==> src/hw/rtl/wpmc_pkg.sv <==
// Shared types, constants and frame rotation helpers of the waypoint motion controller.
`default_nettype none

package wpmc_pkg;

    localparam int COORD_W    = 24;
    localparam int HEAD_W     = 20;
    localparam int GAIN_W     = 21;
    localparam int LIMIT_W    = 19;
    localparam int TOL_W      = 17;
    localparam int SPEED_W    = 20;
    localparam int CMD_W      = 2;
    localparam int MOTION_W   = 3;
    localparam int CFG_IDX_W  = 3;
    localparam int CFG_DATA_W = 21;
    localparam int IN_DATA_W  = 72;
    localparam int OUT_DATA_W = 48;
    localparam int QUEUE_DEPTH = 2;

    localparam logic signed [HEAD_W-1:0] PI_Q           = 20'sd205887;
    localparam logic signed [HEAD_W-1:0] TWO_PI_Q       = 20'sd411775;
    localparam logic signed [HEAD_W-1:0] EDGE_ZERO      = 20'sd11436;
    localparam logic signed [HEAD_W-1:0] EDGE_NINETY_LO = 20'sd91508;
    localparam logic signed [HEAD_W-1:0] EDGE_NINETY_HI = 20'sd114380;
    localparam logic signed [HEAD_W-1:0] EDGE_HALF      = 20'sd194445;

    localparam logic signed [COORD_W-1:0] COORD_MAX = 24'sd8388607;
    localparam logic signed [COORD_W-1:0] COORD_MIN = -24'sd8388608;

    localparam logic [CMD_W-1:0] CMD_ODOM = 2'd0;
    localparam logic [CMD_W-1:0] CMD_GOAL = 2'd1;
    localparam logic [CMD_W-1:0] CMD_TICK = 2'd2;

    localparam logic [MOTION_W-1:0] MOTION_LEFT     = 3'd1;
    localparam logic [MOTION_W-1:0] MOTION_RIGHT    = 3'd2;
    localparam logic [MOTION_W-1:0] MOTION_STRAIGHT = 3'd3;
    localparam logic [MOTION_W-1:0] MOTION_STOP     = 3'd4;

    localparam logic [CFG_IDX_W-1:0] CFG_TURN_GAIN     = 3'd0;
    localparam logic [CFG_IDX_W-1:0] CFG_STRAIGHT_GAIN = 3'd1;
    localparam logic [CFG_IDX_W-1:0] CFG_LINEAR_LIMIT  = 3'd2;
    localparam logic [CFG_IDX_W-1:0] CFG_ANGULAR_LIMIT = 3'd3;
    localparam logic [CFG_IDX_W-1:0] CFG_DIST_TOL      = 3'd4;
    localparam logic [CFG_IDX_W-1:0] CFG_HEAD_TOL      = 3'd5;

    localparam logic [GAIN_W-1:0]  RST_TURN_GAIN     = 21'd65536;
    localparam logic [GAIN_W-1:0]  RST_STRAIGHT_GAIN = 21'd72090;
    localparam logic [LIMIT_W-1:0] RST_LINEAR_LIMIT  = 19'd13107;
    localparam logic [LIMIT_W-1:0] RST_ANGULAR_LIMIT = 19'd39322;
    localparam logic [TOL_W-1:0]   RST_DIST_TOL      = 17'd328;
    localparam logic [TOL_W-1:0]   RST_HEAD_TOL      = 17'd655;

    typedef enum logic [1:0] {
        KIND_ODOM,
        KIND_GOAL,
        KIND_TICK
    } t_kind;

    typedef enum logic [2:0] {
        BAND_AHEAD,
        BAND_LEFT,
        BAND_BACK,
        BAND_RIGHT,
        BAND_NONE
    } t_band;

    typedef enum logic [1:0] {
        MODE_NONE     = 2'd0,
        MODE_TURN     = 2'd1,
        MODE_STRAIGHT = 2'd2,
        MODE_STOP     = 2'd3
    } t_mode;

    typedef struct packed {
        t_kind                      kind;
        t_band                      band;
        logic signed [COORD_W-1:0]  pos_x;
        logic signed [COORD_W-1:0]  pos_y;
        logic signed [HEAD_W-1:0]   heading;
        logic                       settled;
        logic [MOTION_W-1:0]        motion;
    } t_item;

    typedef struct packed {
        logic                  valid;
        logic [CFG_IDX_W-1:0]  index;
        logic [CFG_DATA_W-1:0] data;
    } t_cfg_wr;

    function automatic logic signed [COORD_W-1:0] neg_sat(logic signed [COORD_W-1:0] v);
        logic signed [COORD_W-1:0] r;
        r = (v == COORD_MIN) ? COORD_MAX : -v;
        return r;
    endfunction

    function automatic t_band band_of(logic signed [HEAD_W-1:0] h);
        t_band b;
        if (h > -EDGE_ZERO && h < EDGE_ZERO) begin
            b = BAND_AHEAD;
        end else if (h > EDGE_NINETY_LO && h < EDGE_NINETY_HI) begin
            b = BAND_LEFT;
        end else if (h > EDGE_HALF || h < -EDGE_HALF) begin
            b = BAND_BACK;
        end else if (h > -EDGE_NINETY_HI && h < -EDGE_NINETY_LO) begin
            b = BAND_RIGHT;
        end else begin
            b = BAND_NONE;
        end
        return b;
    endfunction

    function automatic logic signed [COORD_W-1:0] rot_x(t_band b,
                                                       logic signed [COORD_W-1:0] x,
                                                       logic signed [COORD_W-1:0] y);
        logic signed [COORD_W-1:0] r;
        case (b)
            BAND_AHEAD: r = x;
            BAND_LEFT:  r = y;
            BAND_BACK:  r = neg_sat(x);
            BAND_RIGHT: r = neg_sat(y);
            default:    r = x;
        endcase
        return r;
    endfunction

    function automatic logic signed [COORD_W-1:0] rot_y(t_band b,
                                                       logic signed [COORD_W-1:0] x,
                                                       logic signed [COORD_W-1:0] y);
        logic signed [COORD_W-1:0] r;
        case (b)
            BAND_AHEAD: r = y;
            BAND_LEFT:  r = neg_sat(x);
            BAND_BACK:  r = neg_sat(y);
            BAND_RIGHT: r = x;
            default:    r = y;
        endcase
        return r;
    endfunction

endpackage

`default_nettype wire

==> src/hw/rtl/wpmc_front.sv <==
// Front end: decode request kind, wrap odometry heading and rotate odometry position.
`default_nettype none

module wpmc_front (
    input  wire logic                                i_valid,
    input  wire logic                                i_ready,
    input  wire logic [wpmc_pkg::CMD_W-1:0]          i_command,
    input  wire logic [wpmc_pkg::IN_DATA_W-1:0]      i_data,
    output wpmc_pkg::t_item                          o_item,
    output logic                                     o_push
);

    logic signed [wpmc_pkg::COORD_W-1:0] px;
    logic signed [wpmc_pkg::COORD_W-1:0] py;
    logic signed [wpmc_pkg::HEAD_W-1:0]  hd;
    logic signed [wpmc_pkg::HEAD_W-1:0]  hd_wrap;
    wpmc_pkg::t_band                     odom_band;

    assign px = i_data[23:0];
    assign py = i_data[47:24];
    assign hd = i_data[67:48];

    always_comb begin
        if (hd > wpmc_pkg::PI_Q) begin
            hd_wrap = hd - wpmc_pkg::TWO_PI_Q;
        end else if (hd < -wpmc_pkg::PI_Q) begin
            hd_wrap = hd + wpmc_pkg::TWO_PI_Q;
        end else begin
            hd_wrap = hd;
        end
    end

    assign odom_band = wpmc_pkg::band_of(hd_wrap);

    always_comb begin
        o_item.settled = i_data[68];
        o_item.motion  = i_data[71:69];
        o_item.band    = odom_band;
        o_item.pos_x   = px;
        o_item.pos_y   = py;
        o_item.heading = hd;
        o_item.kind    = wpmc_pkg::KIND_TICK;
        o_push         = i_valid && i_ready;
        case (i_command)
            wpmc_pkg::CMD_ODOM: begin
                o_item.kind    = wpmc_pkg::KIND_ODOM;
                o_item.heading = hd_wrap;
                o_item.pos_x   = wpmc_pkg::rot_x(odom_band, px, py);
                o_item.pos_y   = wpmc_pkg::rot_y(odom_band, px, py);
            end
            wpmc_pkg::CMD_GOAL: begin
                o_item.kind = wpmc_pkg::KIND_GOAL;
            end
            wpmc_pkg::CMD_TICK: begin
                o_item.kind = wpmc_pkg::KIND_TICK;
            end
            default: begin
                // drop unknown kind
                o_push = 1'b0;
            end
        endcase
    end

endmodule

`default_nettype wire

==> src/hw/rtl/wpmc_queue.sv <==
// Small first-in first-out queue of decoded requests between front and back.
`default_nettype none

module wpmc_queue #(
    parameter int DEPTH = wpmc_pkg::QUEUE_DEPTH
) (
    input  wire logic            i_clk,
    input  wire logic            i_rst_n,
    input  wire logic            i_push,
    input  wpmc_pkg::t_item      i_item,
    input  wire logic            i_pop,
    output wpmc_pkg::t_item      o_item,
    output logic                 o_valid,
    output logic                 o_full
);

    localparam int PTR_W = $clog2(DEPTH);
    localparam int CNT_W = $clog2(DEPTH + 1);

    wpmc_pkg::t_item  r_mem [DEPTH];
    logic [PTR_W-1:0] r_wr_ptr, n_wr_ptr;
    logic [PTR_W-1:0] r_rd_ptr, n_rd_ptr;
    logic [CNT_W-1:0] r_count, n_count;
    logic             do_pop;

    assign o_valid = (r_count != '0);
    assign o_full  = (r_count == CNT_W'(DEPTH));
    assign o_item  = r_mem[r_rd_ptr];
    assign do_pop  = i_pop && o_valid;

    always_comb begin
        n_wr_ptr = r_wr_ptr;
        n_rd_ptr = r_rd_ptr;
        n_count  = r_count;
        if (i_push) begin
            n_wr_ptr = (r_wr_ptr == PTR_W'(DEPTH - 1)) ? '0 : r_wr_ptr + 1'b1;
        end
        if (do_pop) begin
            n_rd_ptr = (r_rd_ptr == PTR_W'(DEPTH - 1)) ? '0 : r_rd_ptr + 1'b1;
        end
        if (i_push && !do_pop) begin
            n_count = r_count + 1'b1;
        end else if (do_pop && !i_push) begin
            n_count = r_count - 1'b1;
        end
    end

    always_ff @(posedge i_clk) begin
        if (!i_rst_n) begin
            r_wr_ptr <= '0;
            r_rd_ptr <= '0;
            r_count  <= '0;
        end else begin
            r_wr_ptr <= n_wr_ptr;
            r_rd_ptr <= n_rd_ptr;
            r_count  <= n_count;
        end
    end

    always_ff @(posedge i_clk) begin
        if (i_push) begin
            r_mem[r_wr_ptr] <= i_item;
        end
    end

endmodule

`default_nettype wire

==> src/hw/rtl/wpmc_back.sv <==
// Back end: controller state, configuration registers, gain multiply and speed clamp.
`default_nettype none

module wpmc_back (
    input  wire logic                             i_clk,
    input  wire logic                             i_rst_n,
    input  wpmc_pkg::t_cfg_wr                     i_cfg,
    input  wpmc_pkg::t_item                       i_item,
    input  wire logic                             i_item_valid,
    output logic                                  o_pop,
    input  wire logic                             i_m_tready,
    output logic                                  o_m_tvalid,
    output logic [wpmc_pkg::OUT_DATA_W-1:0]       o_m_tdata
);

    localparam int COORD_W = wpmc_pkg::COORD_W;
    localparam int HEAD_W  = wpmc_pkg::HEAD_W;
    localparam int HDIFF_W = HEAD_W + 1;
    localparam int ERR_W   = COORD_W + 1;
    localparam int PROD_W  = ERR_W + wpmc_pkg::GAIN_W;
    localparam int SHIFT   = 16;
    localparam int PSH_W   = PROD_W - SHIFT;
    localparam int LIMIT_W = wpmc_pkg::LIMIT_W;
    localparam int SPEED_W = wpmc_pkg::SPEED_W;

    localparam logic signed [HDIFF_W-1:0] PI_D     = HDIFF_W'(wpmc_pkg::PI_Q);
    localparam logic signed [HDIFF_W-1:0] TWO_PI_D = HDIFF_W'(wpmc_pkg::TWO_PI_Q);

    typedef struct packed {
        logic             valid;
        logic             reached;
        logic             is_lin;
        logic             sign;
        logic [ERR_W-1:0] mag;
    } t_p1;

    typedef struct packed {
        logic             valid;
        logic             reached;
        logic             is_lin;
        logic             sign;
        logic [PSH_W-1:0] prod;
    } t_p2;

    logic [wpmc_pkg::GAIN_W-1:0]  r_turn_gain, r_straight_gain;
    logic [LIMIT_W-1:0]           r_linear_limit, r_angular_limit;
    logic [wpmc_pkg::TOL_W-1:0]   r_dist_tol, r_head_tol;

    wpmc_pkg::t_mode              r_mode, n_mode;
    logic                         r_no_cmd, n_no_cmd;
    logic                         r_at_rest, n_at_rest;
    logic signed [COORD_W-1:0]    r_robot_x, n_robot_x;
    logic signed [COORD_W-1:0]    r_robot_y, n_robot_y;
    logic signed [HEAD_W-1:0]     r_robot_heading, n_robot_heading;
    logic signed [COORD_W-1:0]    r_target_x, n_target_x;
    logic signed [COORD_W-1:0]    r_target_y, n_target_y;
    logic signed [HEAD_W-1:0]     r_target_heading, n_target_heading;

    t_p1                          r_p1, n_p1;
    t_p2                          r_p2, n_p2;
    logic                         r_out_valid;
    logic signed [SPEED_W-1:0]    r_out_lin, n_out_lin;
    logic signed [SPEED_W-1:0]    r_out_ang, n_out_ang;
    logic                         r_out_reached;

    logic                         en;
    logic                         pop;
    wpmc_pkg::t_band              goal_band;
    logic signed [HEAD_W-1:0]     th_eff;
    logic signed [HDIFF_W-1:0]    hdiff_raw, hdiff;
    logic [HDIFF_W-1:0]           habs;
    logic                         head_out;
    logic signed [ERR_W-1:0]      sdiff;
    logic [ERR_W-1:0]             sabs;
    logic                         dist_out;
    logic [PROD_W-1:0]            prod_full;
    logic [LIMIT_W-1:0]           limit;
    logic [LIMIT_W-1:0]           clamped;
    logic signed [SPEED_W-1:0]    speed;

    assign en    = !r_out_valid || i_m_tready;
    assign pop   = en && i_item_valid;
    assign o_pop = pop;

    always_ff @(posedge i_clk) begin
        if (!i_rst_n) begin
            r_turn_gain     <= wpmc_pkg::RST_TURN_GAIN;
            r_straight_gain <= wpmc_pkg::RST_STRAIGHT_GAIN;
            r_linear_limit  <= wpmc_pkg::RST_LINEAR_LIMIT;
            r_angular_limit <= wpmc_pkg::RST_ANGULAR_LIMIT;
            r_dist_tol      <= wpmc_pkg::RST_DIST_TOL;
            r_head_tol      <= wpmc_pkg::RST_HEAD_TOL;
        end else if (i_cfg.valid) begin
            case (i_cfg.index)
                wpmc_pkg::CFG_TURN_GAIN:     r_turn_gain     <= i_cfg.data;
                wpmc_pkg::CFG_STRAIGHT_GAIN: r_straight_gain <= i_cfg.data;
                wpmc_pkg::CFG_LINEAR_LIMIT:  r_linear_limit  <= i_cfg.data[LIMIT_W-1:0];
                wpmc_pkg::CFG_ANGULAR_LIMIT: r_angular_limit <= i_cfg.data[LIMIT_W-1:0];
                wpmc_pkg::CFG_DIST_TOL:      r_dist_tol <= i_cfg.data[wpmc_pkg::TOL_W-1:0];
                wpmc_pkg::CFG_HEAD_TOL:      r_head_tol <= i_cfg.data[wpmc_pkg::TOL_W-1:0];
                default: begin
                end
            endcase
        end
    end

    assign goal_band = wpmc_pkg::band_of(r_robot_heading);

    always_comb begin
        th_eff = r_target_heading;
        if (r_target_heading == wpmc_pkg::PI_Q && r_robot_heading < 0) begin
            th_eff = -wpmc_pkg::PI_Q;
        end else if (r_target_heading == -wpmc_pkg::PI_Q && r_robot_heading > 0) begin
            th_eff = wpmc_pkg::PI_Q;
        end
    end

    assign hdiff_raw = $signed({th_eff[HEAD_W-1], th_eff})
                     - $signed({r_robot_heading[HEAD_W-1], r_robot_heading});

    always_comb begin
        if (hdiff_raw > PI_D) begin
            hdiff = hdiff_raw - TWO_PI_D;
        end else if (hdiff_raw < -PI_D) begin
            hdiff = hdiff_raw + TWO_PI_D;
        end else begin
            hdiff = hdiff_raw;
        end
    end

    assign habs     = hdiff[HDIFF_W-1] ? -hdiff : hdiff;
    assign head_out = habs >= HDIFF_W'(r_head_tol);

    assign sdiff    = $signed({r_target_x[COORD_W-1], r_target_x})
                    - $signed({r_robot_x[COORD_W-1], r_robot_x});
    assign sabs     = sdiff[ERR_W-1] ? -sdiff : sdiff;
    assign dist_out = sabs >= ERR_W'(r_dist_tol);

    // next controller state
    always_comb begin
        n_mode           = r_mode;
        n_no_cmd         = r_no_cmd;
        n_at_rest        = r_at_rest;
        n_robot_x        = r_robot_x;
        n_robot_y        = r_robot_y;
        n_robot_heading  = r_robot_heading;
        n_target_x       = r_target_x;
        n_target_y       = r_target_y;
        n_target_heading = r_target_heading;
        if (pop) begin
            case (i_item.kind)
                wpmc_pkg::KIND_ODOM: begin
                    n_at_rest       = i_item.settled;
                    n_robot_heading = i_item.heading;
                    if (i_item.band != wpmc_pkg::BAND_NONE) begin
                        n_robot_x = i_item.pos_x;
                        n_robot_y = i_item.pos_y;
                    end
                end
                wpmc_pkg::KIND_GOAL: begin
                    n_no_cmd = 1'b0;
                    if (goal_band != wpmc_pkg::BAND_NONE) begin
                        n_target_x = wpmc_pkg::rot_x(goal_band, i_item.pos_x, i_item.pos_y);
                        n_target_y = wpmc_pkg::rot_y(goal_band, i_item.pos_x, i_item.pos_y);
                    end
                    case (i_item.motion)
                        wpmc_pkg::MOTION_LEFT, wpmc_pkg::MOTION_RIGHT: begin
                            n_mode           = wpmc_pkg::MODE_TURN;
                            n_target_heading = i_item.heading;
                        end
                        wpmc_pkg::MOTION_STRAIGHT: n_mode = wpmc_pkg::MODE_STRAIGHT;
                        wpmc_pkg::MOTION_STOP:     n_mode = wpmc_pkg::MODE_STOP;
                        default: begin
                        end
                    endcase
                end
                wpmc_pkg::KIND_TICK: begin
                    case (r_mode)
                        wpmc_pkg::MODE_TURN: begin
                            n_target_heading = th_eff;
                            if (!head_out && r_at_rest) begin
                                n_mode = wpmc_pkg::MODE_STOP;
                            end
                        end
                        wpmc_pkg::MODE_STRAIGHT: begin
                            if (!dist_out && r_at_rest) begin
                                n_mode = wpmc_pkg::MODE_STOP;
                            end
                        end
                        default: begin
                        end
                    endcase
                end
                default: begin
                end
            endcase
        end
    end

    // tick result into the first stage
    always_comb begin
        n_p1.valid   = pop && (i_item.kind == wpmc_pkg::KIND_TICK);
        n_p1.reached = r_no_cmd || (r_mode == wpmc_pkg::MODE_STOP);
        n_p1.is_lin  = 1'b0;
        n_p1.sign    = 1'b0;
        n_p1.mag     = '0;
        case (r_mode)
            wpmc_pkg::MODE_TURN: begin
                if (head_out) begin
                    n_p1.sign = hdiff[HDIFF_W-1];
                    n_p1.mag  = ERR_W'(habs);
                end
            end
            wpmc_pkg::MODE_STRAIGHT: begin
                n_p1.is_lin = 1'b1;
                if (dist_out) begin
                    n_p1.sign = sdiff[ERR_W-1];
                    n_p1.mag  = sabs;
                end
            end
            default: begin
            end
        endcase
    end

    assign prod_full = PROD_W'(r_p1.mag)
                     * PROD_W'(r_p1.is_lin ? r_straight_gain : r_turn_gain);

    always_comb begin
        n_p2.valid   = r_p1.valid;
        n_p2.reached = r_p1.reached;
        n_p2.is_lin  = r_p1.is_lin;
        n_p2.sign    = r_p1.sign;
        n_p2.prod    = prod_full[PROD_W-1:SHIFT];
    end

    assign limit   = r_p2.is_lin ? r_linear_limit : r_angular_limit;
    assign clamped = (r_p2.prod > PSH_W'(limit)) ? limit : r_p2.prod[LIMIT_W-1:0];
    assign speed   = r_p2.sign ? -$signed(SPEED_W'(clamped)) : $signed(SPEED_W'(clamped));
    assign n_out_lin = r_p2.is_lin ? speed : '0;
    assign n_out_ang = r_p2.is_lin ? '0 : speed;

    always_ff @(posedge i_clk) begin
        if (!i_rst_n) begin
            r_mode           <= wpmc_pkg::MODE_STOP;
            r_no_cmd         <= 1'b1;
            r_at_rest        <= 1'b0;
            r_robot_x        <= '0;
            r_robot_y        <= '0;
            r_robot_heading  <= '0;
            r_target_x       <= '0;
            r_target_y       <= '0;
            r_target_heading <= '0;
            r_p1.valid       <= 1'b0;
            r_p2.valid       <= 1'b0;
            r_out_valid      <= 1'b0;
        end else begin
            r_mode           <= n_mode;
            r_no_cmd         <= n_no_cmd;
            r_at_rest        <= n_at_rest;
            r_robot_x        <= n_robot_x;
            r_robot_y        <= n_robot_y;
            r_robot_heading  <= n_robot_heading;
            r_target_x       <= n_target_x;
            r_target_y       <= n_target_y;
            r_target_heading <= n_target_heading;
            if (en) begin
                r_p1          <= n_p1;
                r_p2          <= n_p2;
                r_out_valid   <= r_p2.valid;
                r_out_lin     <= n_out_lin;
                r_out_ang     <= n_out_ang;
                r_out_reached <= r_p2.reached;
            end
        end
    end

    assign o_m_tvalid = r_out_valid;
    assign o_m_tdata  = {(wpmc_pkg::OUT_DATA_W - 2 * SPEED_W - 1)'(0),
                         r_out_reached, r_out_ang, r_out_lin};

endmodule

`default_nettype wire

==> src/hw/rtl/waypoint_p_motion_controller.sv <==
// Waypoint proportional motion controller: top level joining front, queue and back.
// A tick request's result is registered in the queue, then in r_p1, r_p2 and the output register, before o_m_tvalid.
// Throughput: one request per cycle, set by the back-end state update, while i_m_tready does not stall it.
// Odometry and command requests give no result; unknown kinds are dropped at the front.
// Reset (synchronous, active low): configuration to defaults, mode stop, queue empty.
`default_nettype none

module waypoint_p_motion_controller #(
    parameter int QUEUE_DEPTH = wpmc_pkg::QUEUE_DEPTH
) (
    input  wire logic                                i_clk,
    input  wire logic                                i_rst_n,
    input  wire logic                                i_s_tvalid,
    output logic                                     o_s_tready,
    // pos_x[23:0], pos_y[47:24], heading[67:48], settled[68], motion[71:69]
    input  wire logic [wpmc_pkg::IN_DATA_W-1:0]      i_s_tdata,
    // command[1:0]
    input  wire logic [wpmc_pkg::CMD_W-1:0]          i_s_tuser,
    output logic                                     o_m_tvalid,
    input  wire logic                                i_m_tready,
    // linear_speed[19:0], angular_speed[39:20], reached[40], zero[47:41]
    output logic [wpmc_pkg::OUT_DATA_W-1:0]          o_m_tdata,
    input  wire logic                                i_cfg_valid,
    output logic                                     o_cfg_ready,
    input  wire logic [wpmc_pkg::CFG_IDX_W-1:0]      i_cfg_addr,
    input  wire logic [wpmc_pkg::CFG_DATA_W-1:0]     i_cfg_data
);

    wpmc_pkg::t_item   front_item;
    wpmc_pkg::t_item   head_item;
    wpmc_pkg::t_cfg_wr cfg_wr;
    logic              push;
    logic              pop;
    logic              head_valid;
    logic              q_full;

    assign o_s_tready   = !q_full;
    assign o_cfg_ready  = 1'b1;
    assign cfg_wr.valid = i_cfg_valid;
    assign cfg_wr.index = i_cfg_addr;
    assign cfg_wr.data  = i_cfg_data;

    wpmc_front u_front (
        .i_valid   (i_s_tvalid),
        .i_ready   (o_s_tready),
        .i_command (i_s_tuser),
        .i_data    (i_s_tdata),
        .o_item    (front_item),
        .o_push    (push)
    );

    wpmc_queue #(
        .DEPTH (QUEUE_DEPTH)
    ) u_queue (
        .i_clk   (i_clk),
        .i_rst_n (i_rst_n),
        .i_push  (push),
        .i_item  (front_item),
        .i_pop   (pop),
        .o_item  (head_item),
        .o_valid (head_valid),
        .o_full  (q_full)
    );

    wpmc_back u_back (
        .i_clk        (i_clk),
        .i_rst_n      (i_rst_n),
        .i_cfg        (cfg_wr),
        .i_item       (head_item),
        .i_item_valid (head_valid),
        .o_pop        (pop),
        .i_m_tready   (i_m_tready),
        .o_m_tvalid   (o_m_tvalid),
        .o_m_tdata    (o_m_tdata)
    );

endmodule

`default_nettype wire

==> config.mk <==
export PLATFORM = sky130hd
export DESIGN_NAME = waypoint_p_motion_controller
export DESIGN_NICKNAME = d
export VERILOG_FILES = /design/src/hw/rtl/wpmc_pkg.sv /design/src/hw/rtl/wpmc_front.sv /design/src/hw/rtl/wpmc_queue.sv /design/src/hw/rtl/wpmc_back.sv /design/src/hw/rtl/waypoint_p_motion_controller.sv
export SDC_FILE = /design/constraint.sdc
export NUM_CORES = 2
export LEC_CHECK = 0
export ABC_AREA = 1
export BUFFER_PORTS_ARGS = -buffer_cell sky130_fd_sc_hd__buf_4
export CORE_MARGIN = 2
export CORE_UTILIZATION = 60
export CTS_CLUSTER_SIZE = 28
export DETAILED_ROUTE_END_ITERATION = 10
export GPL_ROUTABILITY_DRIVEN = 0
export PLACE_DENSITY_LB_ADDON = 0.08
export SLEW_MARGIN = 20
export SYNTH_ARGS = -nofsm -noshare
export SYNTH_HDL_FRONTEND = slang
export SYNTH_SLANG_ARGS = --single-unit
==> constraint.sdc <==
create_clock -name i_clk -period 17.2 [get_ports i_clk]
set_clock_uncertainty 0.2 [all_clocks]
set_input_delay 0.86 -clock i_clk [delete_from_list [all_inputs] [get_ports i_clk]]
set_output_delay 0.86 -clock i_clk [all_outputs]
set_load 0.02 [all_outputs]
### After elaboration in Yosys (flattened, before gate mapping)

Memories as Yosys holds them, arrays and structs flattened. A register that Yosys moved wholly into a read port is not among the register bits.
Index checks and enable logic that the tools add are counted.

* bits in registers: 315
* latch bits: 0
* bits in writable memories: 154
* memory bits (read-only): 0
* bits of input ports: 103
* word-level logic and storage cells: 208
* memories: 1

Memories
* u_queue.r_mem: depth 2, bits a word 77, rd ports 1, clocked after memory_dff 1, wr ports 1, line wpmc_queue.sv:20 `wpmc_pkg::t_item r_mem [DEPTH];`

* add/subtract/negate cells: 17
* multiply operators: 1
* divide/modulo/power cells: 0
* order comparisons: 25
* equality and inequality tests: 37
* shift-type cells: 0
* mux-type cells: 50
* bitwise gates (word level): 0
* reductions and logical operators: 47

Operator list (number)
* $pmux W24 S3: 3
* $mux W20: 7
* $eq A24 B24 Y1 const B: 4
* $mux W24: 4
* $neg A24 Y24: 4
* $mux W21: 4
* $gt A20 B18 Y1 const B: 4
* $lt A20 B18 Y1 const B: 4
* $mux W68: 1
* $gt A20 B19 Y1 const B: 3
* $lt A20 B19 Y1 const B: 3
* $mux W26: 2
* $pmux W26 S2: 1
* $mul A25 B46 Y46: 1
* $eq A20 B19 Y1 const B: 2
* $gt A20 B15 Y1 const B: 2
* $lt A20 B15 Y1 const B: 2
* $pmux W20 S2: 1
* $mux W19: 2
* $gt A30 B19 Y1: 1
* $ge A25 B17 Y1: 1
* $mux W25: 1
* $neg A25 Y25: 1
* $sub A24 B24 Y25: 1
* 42 further kinds: 118

### Depth between registers and ports, before layout

* depth in word-level cells: 16
* gate-level depth with buffers: 55

### Hierarchy

From an unflattened synthesis, not the netlist that was laid out.

* cells, all modules: 6575
* area total of the unflattened synthesis: 49592.6 sq um

By module, submodules not included
* wpmc_back: instances 1, cells an instance 5032, area each 37608.6 sq um, sequential area each 7247.0 sq um
* wpmc_front: instances 1, cells an instance 1264, area each 6042.0 sq um, sequential area each 0.0 sq um
* wpmc_queue: instances 1, cells an instance 276, area each 5926.9 sq um, sequential area each 4724.5 sq um
* waypoint_p_motion_controller: instances 1, cells an instance 3, area each 15.0 sq um, sequential area each 0.0 sq um

### Least setup slack after synthesis

No wires, ideal clock.

* path type: flip-flop to flip-flop
* from: reg u_back.r_p1, in the netlist u_back.n_p2[31]
* to: reg u_back.r_p2[26] (netlist bit), data pin
* arrival time: 7416 ps
* data required time: 16729 ps
* path slack: 9313 ps
* cell stages (with the launch flop): 33
* period minus slack after synthesis: 7887 ps
* cells stage by stage: edfxtp_1 > clkbuf_1 > clkbuf_1 > inv_1 > clkbuf_1 > or2_2 > o21ai_1 > clkbuf_1 > nor2_1 > fa_1 > fa_1 > inv_1 > fa_1 > inv_1 > fa_1 > inv_1 > fa_1 > inv_1 > fa_1 > fa_1 > ha_1 > nand2_1 > inv_1 > nand2_1 > nor3_1 > nand4_1 > o21ai_0 > nand4_1 > nand3_1 > nand2_1 > o31ai_1 > a221oi_1 > xor2_1

RTL lines
* start: declaration: line wpmc_back.sv:59 `t_p1 r_p1, n_p1;`
* start signal: assignment: line wpmc_back.sv:268 `r_p1 <= n_p1;`
* end signal: assignment: line wpmc_back.sv:269 `r_p2 <= n_p2;`
* end: declaration: line wpmc_back.sv:60 `t_p2 r_p2, n_p2;`

==> flow_summary.rst <==
.. list-table::
   :header-rows: 1

   * - Metric
     - Value
   * - Routing layer with the top usage in global route
     - met2
   * - Area share of the leading cell type in the synthesized netlist
     - 0.181
   * - Initial standard-cell utilization of the core
     - 0.608
   * - DIE AREA
     - 0.0826 mm^2
   * - Reg2reg path depth
     - 27
   * - Reg2Reg Capture Point
     - u_back.r_p2[27]
   * - GRT met1 Usage
     - 0.432
   * - Seq. cell area
     - 0.0120 mm^2
   * - R2R Path Start
     - u_back.n_p2[31]
   * - Half-perimeter wire length of the detailed placement result
     - 106 mm
   * - Slew headroom
     - 0.243
   * - CP startpoint
     - u_back.n_p2[31]
   * - Clock sink count
     - 470
   * - Number of placed I/O pins
     - 154
   * - Area of the mapped netlist
     - 0.0482 mm^2
   * - Most frequently used cell type in the post-synthesis netlist
     - nand2_1
   * - Endpoint type of the worst setup path
     - register
   * - Number of antenna cells inserted
     - 0
   * - DR pass1 iterations
     - 8
   * - Clk slew on worst S/H paths
     - 0.06 ns
   * - First-pass GRT wire length
     - 221 mm
   * - Slowest Stage Delay on Critical Path
     - 0.91 ns
   * - Input/output buffers
     - 145
   * - Kind of start point of the critical path
     - register
   * - Maximum fanout along the worst path
     - 25
   * - Type of the worst setup path
     - register to register
   * - Cell count along the critical path
     - 27
   * - Flip-flop and latch count after synthesis
     - 470
   * - Number of buffers inserted during clock tree synthesis
     - 50
   * - Core Rows
     - 103
   * - Final Max Tran Viols
     - 0
   * - DRC errors left
     - 0
   * - GRT met3 Usage
     - 0.0401
   * - Via density per instance
     - 5.84
   * - Post-synth cell types
     - 76
   * - Final Net Count
     - 7188
   * - Count of max-cap constraint violations
     - 0
   * - Critical path capture point
     - u_back.r_p2[27]
   * - Routed wire per std cell
     - 18.7 um
   * - WHS Path Cells
     - 0
   * - Total routing resource utilization after global routing
     - 0.336
   * - Sequential-to-total area share from yosys stat
     - 0.248
   * - Footprint of the multi-input gates
     - 0.0312 mm^2
   * - Shortest period the worst path allows
     - 9.81 ns
   * - Share of layout cells above drive strength 1
     - 0.0744
   * - Final hold violation count
     - 0
   * - Gr ovfl total
     - 0
   * - Post-Route Setup TNS
     - 0 ns
   * - Vertical extent of the die
     - 287 um
   * - Share of flip-flops with an asynchronous set or reset
     - 0
   * - DR vias
     - 43600
   * - Crit path top cell by count
     - fa_1
   * - Core ar.
     - 0.0793 mm^2
   * - DRT antenna net count
     - 0
   * - Required time of the worst setup path
     - 17.30 ns
   * - Share of the clock period used by the worst path
     - 0.570
   * - Master of the slowest instance on the critical path
     - edfxtp_1
   * - Via count of the first global-routing pass
     - 41100
   * - Max Freq
     - 102 MHz
   * - Clock tree buffer depth
     - 3
   * - Register-to-register setup slack
     - 7.39 ns
   * - Latest clock arrival within the worst-skew pair
     - 0.60 ns
   * - Crit path DAT
     - 9.91 ns
   * - Worst min-delay path category
     - register to register
   * - Syn. warnings
     - 0
   * - Worst-Margin Slew
     - 1.13 ns
   * - Hold buffers post-CTS
     - 0
   * - Combined buffer and inverter count along the critical path
     - 6
   * - Total wire length
     - 140 mm
   * - Yosys top cell by area
     - fa_1
   * - Run status
     - finished clean
   * - Die Width
     - 287 um
   * - Fin worst setup slack
     - 7.39 ns
   * - CP delay by family, top
     - adder cells
   * - Master cell of the clock root buffer
     - clkbuf_16
   * - RSZ-0062 raised after global routing
     - false
   * - Main flop type after synthesis
     - edfxtp_1
   * - Mapped Avg Cell Area
     - 7.53 um^2
   * - Global routing usage on met2
     - 0.575
   * - Number of enable flip-flop cells after synthesis
     - 256
   * - Largest net degree at the start of global routing
     - 116
   * - Initial antenna violation count
     - 0
   * - TritonCTS clock tree
     - done
   * - Synth Instances
     - 6403
   * - Total of endpoints with negative setup slack in the final report
     - 0
   * - Layout overhead on the synthesized area
     - 7.19%
   * - Number of H-tree branching levels
     - 2
   * - Post-cts resize count
     - 0
   * - Ranking of synthesized cells by area
     - fa_1 18%, edfxtp_1 16%, nand2_1 9.8%, dfxtp_1 8.9%, inv_1 7.9%
   * - Post-CTS setup-driven buffer insertion count
     - 0
   * - Filler cell count
     - 7071
   * - Synth cell count leaders
     - 1262 x nand2_1, 1012 x inv_1, 745 x nor2_1
   * - Iteration-0 DRC Markers
     - 4443
   * - Worst slack at placement
     - 7.59 ns
state kept, by name, indices dropped and copies added, names as in the netlist, 19 cells and up, named ones only:
| name | count |
|---|---|
| u_back.r_out_ang | 20 |
| u_back.r_target_x | 24 |
| u_back.r_straight_gain | 21 |
| u_back.r_robot_heading | 20 |
| u_back.r_linear_limit | 19 |
| u_back.r_target_heading | 20 |
| u_back.r_out_lin | 20 |
| u_back.r_p1 | 25 |
| u_queue.r_mem | 154 |
| u_back.r_turn_gain | 21 |
| u_back.r_robot_x | 24 |
| u_back.r_angular_limit | 19 |
| u_back.r_p2 | 34 |
worst min path at each step:
stage / start / end / slack, ns
global route: u_back.n_p2[32] / u_back.r_p2[32] / 0.23
detailed placement: u_back.r_p2[32] / u_back.r_out_reached / 0.21
CTS: u_back.r_p2[32] / u_back.r_out_reached / 0.22
global placement: u_back.r_p2[32] / u_back.r_out_reached / 0.20
floorplan: u_back.r_p2[32] / u_back.r_out_reached / 0.20
finish: u_back.r_p2[32] / u_back.r_out_reached / 0.22
per-layer routing:
| layer | part of all wire | vias to the layer above | routed length, um |
|---|---|---|---|
| met5 | 0 | - | 0 |
| li1 | - | 20500 | - |
| met1 | 0.39 | 20800 | 55200 |
| met3 | 0.072 | 368 | 10100 |
| met4 | 0.046 | 0 | 6480 |
| met2 | 0.49 | 1938 | 68200 |
kinds of logic (layout without fill, tap and decap cells):
| group | after synthesis | in the layout | synth area share |
|---|---|---|---|
| multiplexers | 32 | 32 | 0.00665 |
| adder cells (fa/ha/maj) | 703 | 703 | 0.250 |
| other | 2 | 8 | 0.000156 |
| AO/OA/AOI/OAI | 921 | 921 | 0.107 |
| XOR/XNOR | 180 | 180 | 0.0336 |
| AND/OR/NAND/NOR | 2778 | 2778 | 0.248 |
| buffers and inverters | 1317 | 1331 | 0.106 |
| flip-flops | 470 | 470 | 0.248 |
area by class of cell:
type / instances / area share
clock buffers: 69 / 0.0269
multi-input cells: 4622 / 0.605
flip-flops and latches: 470 / 0.232
repair buffers: 198 / 0.0292
clock inverters: 24 / 0.00649
inverters: 1040 / 0.0756
well taps: 1050 / 0.0254
cells in the final DEF (no fill, tap or decap), drive strengths merged, types with 8 or more instances in the layout:
| master | n |
|---|---|
| edfxtp | 256 |
| a221oi | 22 |
| conb | 8 |
| xnor2 | 34 |
| nor2 | 757 |
| ha | 268 |
| or2 | 100 |
| o22ai | 12 |
| mux2i | 32 |
| o21ai | 396 |
| o21bai | 9 |
| clkbuf | 69 |
| clkinv | 18 |
| nand4 | 162 |
| nand3b | 11 |
| inv | 1035 |
| dfxtp | 214 |
| a31oi | 12 |
| xor2 | 146 |
| a21o | 17 |
| buf | 198 |
| fa | 435 |
| a21oi | 353 |
| o211ai | 39 |
| nand2 | 1279 |
| nor3 | 88 |
| nor4 | 26 |
| nand3 | 349 |
| o31ai | 12 |
metrics by stage:
stage          hold WS [ns]  cells   util  instance area (um^2)
2_1_floorplan         0.200   6409      -                 48200
3_3_place_gp          0.202   7379  0.630                 49900
3_5_place_dp          0.210   7379  0.630                 49900
4_1_cts               0.222   7472  0.651                 51600
5_1_grt               0.228   7473  0.652                 51700
6_report              0.223   7473  0.652                 51700
Power is not shown: default switching activity piles up to over one toggle a cycle in this logic, so the estimate is an artifact.
